`src/design/msg_pkg.sv`:
```
// Package for the multivector sigmoid gate: widths, codes, sigmoid breakpoints and shared types.
// No dependencies. Every other file of the block imports it.
`timescale 1ns / 1ps

package msg_pkg;

    localparam int DATA_W    = 16;
    localparam int ACC_W     = 40;
    localparam int GATE_W    = 16;
    localparam int INV_W     = 16;
    localparam int FRAC_W    = 16;
    localparam int SEGMENTS  = 16;
    localparam int SEG_IDX_W = $clog2(SEGMENTS);

    // Shared multiplier operand widths: A holds the upper part of a 40-bit magnitude.
    localparam int MUL_A_W = 25;
    localparam int MUL_B_W = 18;
    localparam int MUL_P_W = MUL_A_W + MUL_B_W;

    localparam int APB_DATA_W = 32;
    localparam int APB_ADDR_W = 3;

    localparam logic [1:0] MODE_DOT  = 2'd0;
    localparam logic [1:0] MODE_SUM  = 2'd1;
    localparam logic [1:0] MODE_MEAN = 2'd2;

    localparam logic REG_MODE = 1'b0;
    localparam logic REG_INV  = 1'b1;

    localparam logic [INV_W-1:0]  INV_RESET  = 16'hFFFF;
    localparam logic [GATE_W-1:0] GATE_RESET = 16'h8000;

    // Sigmoid input range is [-8, 8) in units of 2^-16.
    localparam logic signed [ACC_W-1:0] SIG_LIMIT = 40'sd524288;

    // Breakpoint gate values at x = -8, -7, ..., 8, unsigned Q0.16.
    localparam logic [GATE_W-1:0] SIG_TABLE [0:SEGMENTS] = '{
        16'd22,    16'd60,    16'd162,   16'd439,   16'd1179,  16'd3108,
        16'd7812,  16'd17625, 16'd32768, 16'd47911, 16'd57724, 16'd62428,
        16'd64357, 16'd65097, 16'd65374, 16'd65476, 16'd65514
    };

    typedef enum logic [3:0] {
        ST_IDLE,
        ST_FULL_MUL,
        ST_FULL_WB,
        ST_PK_MUL,
        ST_PK_ACC,
        ST_BIAS_MUL,
        ST_BIAS_ACC,
        ST_MEAN_HI,
        ST_MEAN_LO,
        ST_MEAN_SUM,
        ST_SIG_SEG,
        ST_SIG_FIN
    } t_state;

    typedef struct packed {
        logic [1:0]       mode;
        logic [INV_W-1:0] inverse_count;
    } t_cfg;

    typedef struct packed {
        logic signed [DATA_W-1:0] product;
        logic [GATE_W-1:0]        gate;
        logic                     row_end;
    } t_result;

endpackage

```
`src/design/msg_mul.sv`:
```
// Shared signed multiplier with a registered product.
// Depends on msg_pkg for the operand widths.
`timescale 1ns / 1ps

module msg_mul
    import msg_pkg::*;
(
    input  logic                      i_clk,
    input  logic signed [MUL_A_W-1:0] i_a,
    input  logic signed [MUL_B_W-1:0] i_b,
    output logic signed [MUL_P_W-1:0] o_p
);

    logic signed [MUL_P_W-1:0] r_p;

    always_ff @(posedge i_clk) begin
        r_p <= MUL_P_W'(i_a) * MUL_P_W'(i_b);
    end

    assign o_p = r_p;

endmodule

```
`src/design/msg_cfg.sv`:
```
// APB register file holding reduce_mode and inverse_count.
// Depends on msg_pkg for register indexes, widths and the configuration struct.
`timescale 1ns / 1ps

module msg_cfg
    import msg_pkg::*;
(
    input  logic                  i_clk,
    input  logic                  i_rst_n,
    input  logic                  psel,
    input  logic                  penable,
    input  logic                  pwrite,
    input  logic [APB_ADDR_W-1:0] paddr,
    input  logic [APB_DATA_W-1:0] pwdata,
    output logic [APB_DATA_W-1:0] prdata,
    output logic                  pready,
    output t_cfg                  o_cfg
);

    t_cfg r_cfg;
    t_cfg n_cfg;
    logic wr_en;
    logic reg_idx;

    assign pready  = 1'b1;
    assign wr_en   = psel & penable & pwrite;
    assign reg_idx = paddr[2];

    always_comb begin
        n_cfg = r_cfg;
        if (wr_en) begin
            unique case (reg_idx)
                REG_MODE: n_cfg.mode          = pwdata[1:0];
                REG_INV:  n_cfg.inverse_count = pwdata[INV_W-1:0];
                default:  n_cfg = r_cfg;
            endcase
        end
    end

    always_ff @(posedge i_clk) begin
        if (!i_rst_n) begin
            r_cfg.mode          <= MODE_DOT;
            r_cfg.inverse_count <= INV_RESET;
        end else begin
            r_cfg <= n_cfg;
        end
    end

    always_comb begin
        unique case (reg_idx)
            REG_MODE: prdata = {{(APB_DATA_W-2){1'b0}}, r_cfg.mode};
            REG_INV:  prdata = {{(APB_DATA_W-INV_W){1'b0}}, r_cfg.inverse_count};
            default:  prdata = '0;
        endcase
    end

    assign o_cfg = r_cfg;

endmodule

```
`src/design/msg_core.sv`:
```
// Sequencer and datapath: reduction, mean scaling, sigmoid interpolation and gating,
// all through one shared multiplier. Depends on msg_pkg and msg_mul.
`timescale 1ns / 1ps

module msg_core
    import msg_pkg::*;
(
    input  logic                     i_clk,
    input  logic                     i_rst_n,
    input  t_cfg                     i_cfg,
    input  logic                     i_start,
    input  logic                     i_operation,
    input  logic signed [DATA_W-1:0] i_sample,
    input  logic signed [DATA_W-1:0] i_weight,
    input  logic signed [DATA_W-1:0] i_bias,
    input  logic                     i_last,
    input  logic                     i_out_free,
    output logic                     o_busy,
    output logic                     o_res_load,
    output t_result                  o_result
);

    t_state r_state, n_state;

    logic signed [DATA_W-1:0] r_sample, r_weight, r_bias;
    logic                     r_last;
    logic signed [ACC_W-1:0]  r_acc, n_acc;
    logic [ACC_W-1:0]         r_hi, n_hi;
    logic [GATE_W-1:0]        r_gate, n_gate;
    logic [GATE_W-1:0]        r_base, n_base;

    logic signed [MUL_A_W-1:0] mul_a;
    logic signed [MUL_B_W-1:0] mul_b;
    logic signed [MUL_P_W-1:0] mul_p;

    logic signed [ACC_W:0]    sum_ext;
    logic signed [ACC_W-1:0]  sat_sum;
    logic [ACC_W-1:0]         acc_abs;
    logic [ACC_W-1:0]         mean_mag;
    logic signed [ACC_W-1:0]  mean_res;
    logic [ACC_W-1:0]         x_off;
    logic [SEG_IDX_W:0]       seg_ix;
    logic [FRAC_W-1:0]        frac;
    logic [GATE_W-1:0]        v_lo, v_hi;
    logic signed [GATE_W:0]   v_diff;
    logic                     lo_clamp, hi_clamp;
    logic signed [33:0]       full_round;
    logic signed [17:0]       full_q;
    logic signed [DATA_W-1:0] full_sat;
    logic                     res_load;
    logic                     mode_dot;
    logic                     mode_mean;

    msg_mul u_mul (
        .i_clk (i_clk),
        .i_a   (mul_a),
        .i_b   (mul_b),
        .o_p   (mul_p)
    );

    assign mode_dot  = (i_cfg.mode == MODE_DOT);
    assign mode_mean = (i_cfg.mode == MODE_MEAN);

    // Saturating accumulate of the registered product; products stay within 32 bits.
    assign sum_ext = {r_acc[ACC_W-1], r_acc} + mul_p[ACC_W:0];
    always_comb begin
        if (sum_ext[ACC_W] != sum_ext[ACC_W-1]) begin
            sat_sum = sum_ext[ACC_W] ? {1'b1, {(ACC_W-1){1'b0}}} : {1'b0, {(ACC_W-1){1'b1}}};
        end else begin
            sat_sum = sum_ext[ACC_W-1:0];
        end
    end

    // Mean scaling works on the magnitude, so it rounds toward zero.
    assign acc_abs  = r_acc[ACC_W-1] ? ACC_W'(-r_acc) : r_acc;
    assign mean_mag = r_hi + {{(ACC_W-16){1'b0}}, mul_p[31:16]};
    assign mean_res = r_acc[ACC_W-1] ? -$signed(mean_mag) : $signed(mean_mag);

    // Segment lookup: offset by 8.0 so the segment index is a plain bit field.
    assign lo_clamp = (r_acc <= -SIG_LIMIT);
    assign hi_clamp = (r_acc >= SIG_LIMIT);
    assign x_off    = r_acc + SIG_LIMIT;
    assign seg_ix   = {1'b0, x_off[FRAC_W +: SEG_IDX_W]};
    assign frac     = x_off[FRAC_W-1:0];
    assign v_lo     = SIG_TABLE[seg_ix];
    assign v_hi     = SIG_TABLE[seg_ix + 1'b1];
    assign v_diff   = $signed({1'b0, v_hi}) - $signed({1'b0, v_lo});

    // Gating: round half up, then saturate to Q8.8.
    assign full_round = $signed(mul_p[33:0]) + 34'sd32768;
    assign full_q     = full_round[33:16];
    always_comb begin
        if (full_q > 18'sd32767) begin
            full_sat = 16'sh7FFF;
        end else if (full_q < -18'sd32768) begin
            full_sat = 16'sh8000;
        end else begin
            full_sat = full_q[DATA_W-1:0];
        end
    end

    // Operand selection for the shared multiplier.
    always_comb begin
        mul_a = '0;
        mul_b = '0;
        unique case (r_state)
            ST_FULL_MUL, ST_FULL_WB: begin
                mul_a = {{(MUL_A_W-DATA_W){r_sample[DATA_W-1]}}, r_sample};
                mul_b = {{(MUL_B_W-GATE_W){1'b0}}, r_gate};
            end
            ST_PK_MUL: begin
                mul_a = {{(MUL_A_W-DATA_W){r_sample[DATA_W-1]}}, r_sample};
                mul_b = mode_dot ? {{(MUL_B_W-DATA_W){r_weight[DATA_W-1]}}, r_weight}
                                 : MUL_B_W'(256);
            end
            ST_BIAS_MUL: begin
                mul_a = {{(MUL_A_W-DATA_W){r_bias[DATA_W-1]}}, r_bias};
                mul_b = MUL_B_W'(256);
            end
            ST_MEAN_HI: begin
                mul_a = {1'b0, acc_abs[ACC_W-1:16]};
                mul_b = {{(MUL_B_W-INV_W){1'b0}}, i_cfg.inverse_count};
            end
            ST_MEAN_LO: begin
                mul_a = {{(MUL_A_W-16){1'b0}}, acc_abs[15:0]};
                mul_b = {{(MUL_B_W-INV_W){1'b0}}, i_cfg.inverse_count};
            end
            ST_SIG_SEG: begin
                mul_a = {{(MUL_A_W-GATE_W-1){v_diff[GATE_W]}}, v_diff};
                mul_b = {{(MUL_B_W-FRAC_W){1'b0}}, frac};
            end
            default: begin
                mul_a = '0;
                mul_b = '0;
            end
        endcase
    end

    always_comb begin
        n_state  = r_state;
        n_acc    = r_acc;
        n_hi     = r_hi;
        n_gate   = r_gate;
        n_base   = r_base;
        res_load = 1'b0;
        unique case (r_state)
            ST_IDLE: begin
                if (i_start) begin
                    n_state = i_operation ? ST_FULL_MUL : ST_PK_MUL;
                end
            end
            ST_FULL_MUL: n_state = ST_FULL_WB;
            ST_FULL_WB: begin
                if (i_out_free) begin
                    res_load = 1'b1;
                    n_state  = ST_IDLE;
                end
            end
            ST_PK_MUL: n_state = ST_PK_ACC;
            ST_PK_ACC: begin
                n_acc = sat_sum;
                priority if (!r_last) begin
                    n_state = ST_IDLE;
                end else if (mode_dot) begin
                    n_state = ST_BIAS_MUL;
                end else if (mode_mean) begin
                    n_state = ST_MEAN_HI;
                end else begin
                    n_state = ST_SIG_SEG;
                end
            end
            ST_BIAS_MUL: n_state = ST_BIAS_ACC;
            ST_BIAS_ACC: begin
                n_acc   = sat_sum;
                n_state = ST_SIG_SEG;
            end
            ST_MEAN_HI: n_state = ST_MEAN_LO;
            ST_MEAN_LO: begin
                n_hi    = mul_p[ACC_W-1:0];
                n_state = ST_MEAN_SUM;
            end
            ST_MEAN_SUM: begin
                n_acc   = mean_res;
                n_state = ST_SIG_SEG;
            end
            ST_SIG_SEG: begin
                priority if (lo_clamp) begin
                    n_gate  = SIG_TABLE[0];
                    n_acc   = '0;
                    n_state = ST_IDLE;
                end else if (hi_clamp) begin
                    n_gate  = SIG_TABLE[SEGMENTS];
                    n_acc   = '0;
                    n_state = ST_IDLE;
                end else begin
                    n_base  = v_lo;
                    n_state = ST_SIG_FIN;
                end
            end
            ST_SIG_FIN: begin
                n_gate  = r_base + mul_p[FRAC_W +: GATE_W];
                n_acc   = '0;
                n_state = ST_IDLE;
            end
            default: n_state = ST_IDLE;
        endcase
    end

    always_ff @(posedge i_clk) begin
        if (!i_rst_n) begin
            r_state <= ST_IDLE;
            r_acc   <= '0;
            r_gate  <= GATE_RESET;
        end else begin
            r_state <= n_state;
            r_acc   <= n_acc;
            r_gate  <= n_gate;
        end
    end

    always_ff @(posedge i_clk) begin
        if (i_start && (r_state == ST_IDLE)) begin
            r_sample <= i_sample;
            r_weight <= i_weight;
            r_bias   <= i_bias;
            r_last   <= i_last;
        end
        r_hi   <= n_hi;
        r_base <= n_base;
    end

    assign o_busy           = (r_state != ST_IDLE);
    assign o_res_load       = res_load;
    assign o_result.product = full_sat;
    assign o_result.gate    = r_gate;
    assign o_result.row_end = r_last;

    a_acc_cleared: assert property (@(posedge i_clk) disable iff (!i_rst_n)
        (r_state == ST_SIG_FIN) |=> (r_acc == '0))
        else $error("accumulator not cleared after the sigmoid step");

    a_gate_held: assert property (@(posedge i_clk) disable iff (!i_rst_n)
        ((r_state != ST_SIG_SEG) && (r_state != ST_SIG_FIN)) |=> $stable(r_gate))
        else $error("held gate changed outside the sigmoid steps");

    a_result_from_full: assert property (@(posedge i_clk) disable iff (!i_rst_n)
        res_load |-> (($past(r_state) == ST_FULL_MUL) || ($past(r_state) == ST_FULL_WB)))
        else $error("result produced without a full blade multiply");

endmodule

```
`src/design/multivector_sigmoid_gate.sv`:
```
// Top level of the multivector sigmoid gate: register file, sequenced core, output register.
// Depends on msg_pkg, msg_cfg, msg_core (which holds msg_mul).
`timescale 1ns / 1ps

// Channel  | Direction | Handshake         | Payload
// ---------+-----------+-------------------+---------------------------------------------
// input    | in        | i_valid, o_stall  | i_operation, i_sample, i_weight, i_bias, i_last
// output   | out       | o_valid, i_stall  | o_product, o_gate, o_row_end
// config   | in/out    | psel, penable,    | paddr, pwdata, prdata
//          |           | pwrite, pready    |
//
// One item is in flight at a time; o_stall is high from the cycle after a transfer until
// the item is done. A full blade passes accept, multiply and writeback, and stays in
// writeback while the output register is blocked. A packed blade passes accept, multiply
// and accumulate; a row's last one adds the bias steps in dot mode or the mean steps in
// mean mode, then sigmoid segment and finish (segment alone at or beyond -8 or 8). Each
// step is one pass through the single shared multiplier, whose product is registered.
// Reset is synchronous and active low; it clears the accumulator, sets the held gate to
// one half and the registers to dot mode with inverse_count all ones.
// The output register lets a new item be accepted while a finished result waits on i_stall.

module multivector_sigmoid_gate
    import msg_pkg::*;
(
    input  logic                     i_clk,
    input  logic                     i_rst_n,

    input  logic                     i_valid,
    output logic                     o_stall,
    input  logic                     i_operation,
    input  logic signed [DATA_W-1:0] i_sample,
    input  logic signed [DATA_W-1:0] i_weight,
    input  logic signed [DATA_W-1:0] i_bias,
    input  logic                     i_last,

    output logic                     o_valid,
    input  logic                     i_stall,
    output logic signed [DATA_W-1:0] o_product,
    output logic [GATE_W-1:0]        o_gate,
    output logic                     o_row_end,

    input  logic                     psel,
    input  logic                     penable,
    input  logic                     pwrite,
    input  logic [APB_ADDR_W-1:0]    paddr,
    input  logic [APB_DATA_W-1:0]    pwdata,
    output logic [APB_DATA_W-1:0]    prdata,
    output logic                     pready
);

    t_cfg    cfg;
    t_result core_result;
    logic    core_busy;
    logic    core_load;
    logic    out_free;
    logic    in_xfer;

    logic    r_o_valid;
    t_result r_out;

    // The register file applies writes in the access phase of each APB transfer.
    msg_cfg u_cfg (
        .i_clk   (i_clk),
        .i_rst_n (i_rst_n),
        .psel    (psel),
        .penable (penable),
        .pwrite  (pwrite),
        .paddr   (paddr),
        .pwdata  (pwdata),
        .prdata  (prdata),
        .pready  (pready),
        .o_cfg   (cfg)
    );

    // The output register can take a new result when it is empty or being drained now.
    assign out_free = !r_o_valid || !i_stall;
    assign in_xfer  = i_valid && !core_busy;

    msg_core u_core (
        .i_clk       (i_clk),
        .i_rst_n     (i_rst_n),
        .i_cfg       (cfg),
        .i_start     (in_xfer),
        .i_operation (i_operation),
        .i_sample    (i_sample),
        .i_weight    (i_weight),
        .i_bias      (i_bias),
        .i_last      (i_last),
        .i_out_free  (out_free),
        .o_busy      (core_busy),
        .o_res_load  (core_load),
        .o_result    (core_result)
    );

    // Output register: valid is cleared on a completed transfer unless a new result lands.
    always_ff @(posedge i_clk) begin
        if (!i_rst_n) begin
            r_o_valid <= 1'b0;
        end else if (core_load) begin
            r_o_valid <= 1'b1;
        end else if (!i_stall) begin
            r_o_valid <= 1'b0;
        end
    end

    always_ff @(posedge i_clk) begin
        if (core_load) begin
            r_out <= core_result;
        end
    end

    assign o_stall   = core_busy;
    assign o_valid   = r_o_valid;
    assign o_product = r_out.product;
    assign o_gate    = r_out.gate;
    assign o_row_end = r_out.row_end;

endmodule

```
`config.mk`:
```
export PLATFORM = sky130hd
export DESIGN_NAME = multivector_sigmoid_gate
export DESIGN_NICKNAME = d
export VERILOG_FILES = /design/src/design/msg_pkg.sv /design/src/design/msg_mul.sv /design/src/design/msg_cfg.sv /design/src/design/msg_core.sv /design/src/design/multivector_sigmoid_gate.sv
export SDC_FILE = /design/constraint.sdc
export NUM_CORES = 2
export LEC_CHECK = 0
export ABC_AREA = 1
export BUFFER_PORTS_ARGS = -buffer_cell sky130_fd_sc_hd__clkbuf_2
export CORE_UTILIZATION = 43
export DETAILED_ROUTE_END_ITERATION = 10
export GPL_TIMING_DRIVEN = 0
export PLACE_DENSITY = 0.61
export REMOVE_ABC_BUFFERS = 1
export SLEW_MARGIN = 30
export SYNTH_ARGS = -nofsm -noshare
export SYNTH_HDL_FRONTEND = slang
export SYNTH_SLANG_ARGS = --single-unit
export TNS_END_PERCENT = 50
```
`constraint.sdc`:
```
create_clock -name i_clk -period 12 [get_ports i_clk]
set_input_delay 0.6 -clock i_clk [delete_from_list [all_inputs] [get_ports i_clk]]
set_output_delay 0.6 -clock i_clk [all_outputs]
set_load 0.1 [all_outputs]
```
==> metrics.csv <==
stage,metric,value,unit
floorplanning,die area,82200,um^2
clock_tree,sinks on the clock net,256,
finish,area overhead of the layout relative to synthesis,7.79,%
critical_path,peak per-stage delay on the critical path,590,ps
sta,hold violation total from the final report,0,
power,areal power density over the cells,118,nW/um^2
global_route,Overflow after GRT,0,
logic_synthesis,number of instances in the synthesized netlist,4716,
global_route,global-route wire length before repair,184000,um
floorplanning,effective utilization at floorplan,0.434,
logic_synthesis,sequential area share after synthesis,0.186,
sta,portion of the clock cycle consumed by the worst path in the final layout,0.944,
finish,number of nets at the end of the flow,5483,
route,first drt pass iteration count,6,
route,vias post-DR,31313,
sta,achievable clock frequency,0.0882,GHz
floorplanning,die boundary width,287,um
route,Routed wire per std cell,20.8,um
global_route,vias in the first global route,30542,
critical_path,highest fanout seen on the critical path,22,
finish,ratio of cells with drive above 1 in the final layout,0.0632,
route,number of design-rule violations left by the first detailed-router iteration,2664,
floorplanning,placeable core region,80400,um^2
place,IO buf count,124,
status,result of the run,completed,
sta,Clock Skew,17.4,ps
critical_path,required arrival time at the worst endpoint,12500,ps
worst_hold_path,path class of the lowest-slack min-delay path,in -> reg,
place,final RePlAce weighted congestion,1.00,
critical_path,R2R Setup Slk,670,ps
sta,final setup violating endpoints,0,
route,wire length after detailed routing,122000,um
route,average vias per placed instance,5.36,
global_route,pin count of the biggest net entering global routing,55,
clock_tree,maximum buffer depth of the clock tree,3,
clock_tree,Clock Root Buffer,sky130_fd_sc_hd__clkbuf_16,
sta,pin slew with the least headroom to its limit,1040,ps
sta,Final TNS setup,0,ps
critical_path,standard cell with the maximum stage delay on the critical path,sky130_fd_sc_hd__o21ai_0,
global_route,GRT Util Overall,0.297,
sta,max-slew violations,0,
critical_path,critical path class,reg -> reg,
power,maximum vdd drop,112,uV
place,post-placement cell count,5788,
floorplanning,y dimension of the die,287,um
run,number of max-capacitance violations reported,0,
logic_synthesis,Syn. warnings,0,
clock_tree,number of buffers created by CTS,29,
clock_tree,hold bufs inserted after CTS,0,
floorplanning,Core Rows,104,
power,Leak Pwr,0.0187,uW
clock_tree,H-tree depth,1,
clock_tree,clock slew at the register clock pins of the worst setup and hold paths,70,ps
sta,tightest slew margin relative to the limit,0.307,
logic_synthesis,Mapped Avg Cell Area,7.39,um^2
clock_tree,TritonCTS clock tree,done,
route,highest metal layer with signal wires,met4,
finish,"number of standard cells in the layout, taps in and fillers out",5842,
floorplanning,count of boundary I/O pins,160,
critical_path,Crit path arrival time,11830,ps
critical_path,Most Frequent Cell on Critical Path,sky130_fd_sc_hd__nand2_1,
route,antenna violation net count after detailed routing,0,
sta,setup repair after global routing missed its margin,false,
global_route,initial antenna violation count,3,
route,routed length on met1,51600,um
finish,diode insertion count for antenna repair,0,
sta,min cycle time layout,11330,ps
power,Power Total,4430,uW
place,total half-perimeter wirelength after legalization and detailed placement,98200,um
critical_path,CP Launch Type,flip-flop,
clock_tree,worst skew pair latency,610,ps
route,DR DRC count,0,
logic_synthesis,count of flip-flops with a built-in enable after synthesis,136,
logic_synthesis,post-synthesis sequential element count,256,
logic_synthesis,unique cell type count in the Yosys netlist,67,
route,detailed route wirelength on metal3,8400,um
route,wire length on met2,57200,um
logic_synthesis,"Primary FF master, synth",sky130_fd_sc_hd__edfxtp_1,
logic_synthesis,combined area of all synthesized cells,34900,um^2
critical_path,CP Capture Type,flip-flop,
logic_synthesis,fraction of registers with async set or reset after synthesis,0,
-- through the flow --
step,instance area [um^2],setup slack (ps),hold WS [ps],util
global placement,36200,-1170,411,0.450
floorplan,34200,2710,408,-
finish,37600,668,166,0.467
detailed placement,36500,-46.5,427,0.454
global route,37600,43.5,149,0.467
CTS,37500,107,143,0.467
-- logic make-up after synthesis --
group | share of synthesized area
XOR/XNOR | 0.0296
buffers and inverters | 0.131
flip-flops | 0.186
adder cells (fa/ha/maj) | 0.320
other | 0.000215
AO/OA/AOI/OAI | 0.0992
AND/OR/NAND/NOR | 0.235
-- flip-flops by register name (all words and copies together) (netlist names) --
signal	count
u_core.r_sample	16
u_core.u_mul.o_p	41
o_gate	16
u_cfg.o_cfg	18
o_product	16
u_core.r_bias	16
u_core.r_last	1
o_valid	1
u_core.r_base	14
o_row_end	1
u_core.r_weight	16
u_core.r_gate	16
u_core.r_state	4
u_core.r_acc	40
u_core.r_hi	40
-- what timing repair did --
action	4_1_cts	5_1_grt
buffers inserted	0	0
resized for setup	3	9
cloned	0	0
endpoints found under the setup margin	1	9
-- synth_stat cells (8+ instances only) --
cell                       number  area (um^2)
sky130_fd_sc_hd__a21oi_1      216         1080
sky130_fd_sc_hd__a221oi_1      11         96.3
sky130_fd_sc_hd__buf_2         29          145
sky130_fd_sc_hd__nor4_1        12         75.1
sky130_fd_sc_hd__inv_2         13         48.8
sky130_fd_sc_hd__nor2_1       421         1580
sky130_fd_sc_hd__o22ai_1        8         50.1
sky130_fd_sc_hd__dfxtp_1      120         2400
sky130_fd_sc_hd__edfxtp_1     136         4080
sky130_fd_sc_hd__a21o_1        19          143
sky130_fd_sc_hd__o211ai_1      29          218
sky130_fd_sc_hd__xor2_1        79          692
sky130_fd_sc_hd__nand3_1      231         1160
sky130_fd_sc_hd__a31oi_1       35          219
sky130_fd_sc_hd__nand4_1       44          275
sky130_fd_sc_hd__clkinv_1       8         30.0
sky130_fd_sc_hd__buf_4         23          173
sky130_fd_sc_hd__nor3_1        47          235
sky130_fd_sc_hd__nand3b_1      15          113
sky130_fd_sc_hd__nand2_2       19          119
sky130_fd_sc_hd__ha_1         201         2510
sky130_fd_sc_hd__a22oi_1       20          150
sky130_fd_sc_hd__nor2_2        12         75.1
sky130_fd_sc_hd__xnor2_1       39          342
sky130_fd_sc_hd__buf_6          8         90.1
sky130_fd_sc_hd__clkbuf_1      65          244
sky130_fd_sc_hd__o21ai_1       11         55.1
sky130_fd_sc_hd__nand2_1     1118         4200
sky130_fd_sc_hd__o21ai_0      182          911
sky130_fd_sc_hd__fa_1         431         8630
sky130_fd_sc_hd__inv_1       1001         3760
sky130_fd_sc_hd__buf_1         11         41.3
-- cells in the final DEF, fill, tap and decap left out, types with 7 or more instances in the layout --
master,instances
sky130_fd_sc_hd__nand2_1,1113
sky130_fd_sc_hd__o211ai_1,29
sky130_fd_sc_hd__clkbuf_16,32
sky130_fd_sc_hd__a21o_1,19
sky130_fd_sc_hd__o21bai_1,7
sky130_fd_sc_hd__clkbuf_2,123
sky130_fd_sc_hd__fa_1,429
sky130_fd_sc_hd__inv_1,997
sky130_fd_sc_hd__nor2_4,12
sky130_fd_sc_hd__a221oi_1,11
sky130_fd_sc_hd__edfxtp_1,136
sky130_fd_sc_hd__xnor2_1,39
sky130_fd_sc_hd__o22ai_1,8
sky130_fd_sc_hd__nand2_2,23
sky130_fd_sc_hd__nand3_1,227
sky130_fd_sc_hd__nor2_1,411
sky130_fd_sc_hd__conb_1,17
sky130_fd_sc_hd__a31oi_1,35
sky130_fd_sc_hd__nor3_1,46
sky130_fd_sc_hd__dfxtp_1,117
sky130_fd_sc_hd__nor4_1,11
sky130_fd_sc_hd__a21oi_1,216
sky130_fd_sc_hd__o21ai_0,181
sky130_fd_sc_hd__nor2_2,17
sky130_fd_sc_hd__nand3_2,9
sky130_fd_sc_hd__nand3b_1,15
sky130_fd_sc_hd__buf_16,7
sky130_fd_sc_hd__inv_2,15
sky130_fd_sc_hd__xor2_1,79
sky130_fd_sc_hd__a22oi_1,20
sky130_fd_sc_hd__nand4_1,44
sky130_fd_sc_hd__ha_1,199
sky130_fd_sc_hd__o21ai_1,12
-- critical path: cells and delay by family (launching register included) --
| kind | cells | cell delay, ps |
|---|---|---|
| compound gates | 8 | 2120 |
| xor+xnor | 1 | 140 |
| fa+ha+maj | 10 | 4500 |
| buf+inv | 10 | 1460 |
| flops | 1 | 570 |
| simple gates | 15 | 2410 |
-- final cells by class --
cell class / count / area (um^2)
Clock buffer: 37 / 830
Multi-Input combinational cell: 3314 / 24000
Clock inverter: 17 / 165
Fill cell: 8283 / 42800
Sequential cell: 256 / 6490
Inverter: 1023 / 3860
Timing Repair Buffer: 135 / 875
Tap cell: 1060 / 1330
-- power breakdown --
group | internal [uW] | switching [uW]
Combinational | 602 | 1570
Sequential | 1060 | 254
Clock | 522 | 420
-- layer usage --
metal / vias up / GRT usage
met3: 203 / 0.0323
li1: 14703 / -
met1: 15207 / 0.404
met2: 1200 / 0.489
met5: - / 0
met4: 0 / 0.102
-- worst paths after layout --
path                          from                   end  depth (start not counted)
setup / recovery  u_core.r_acc[16]  u_core.u_mul.o_p[39]                         44
hold / removal         i_weight[7]    u_core.r_weight[7]                          1
setup reg to reg  u_core.r_acc[16]  u_core.u_mul.o_p[39]                         44
hold reg to reg   u_core.r_gate[9]             o_gate[9]                          0
No activity file was read; power rests on OpenSTA's default activity.
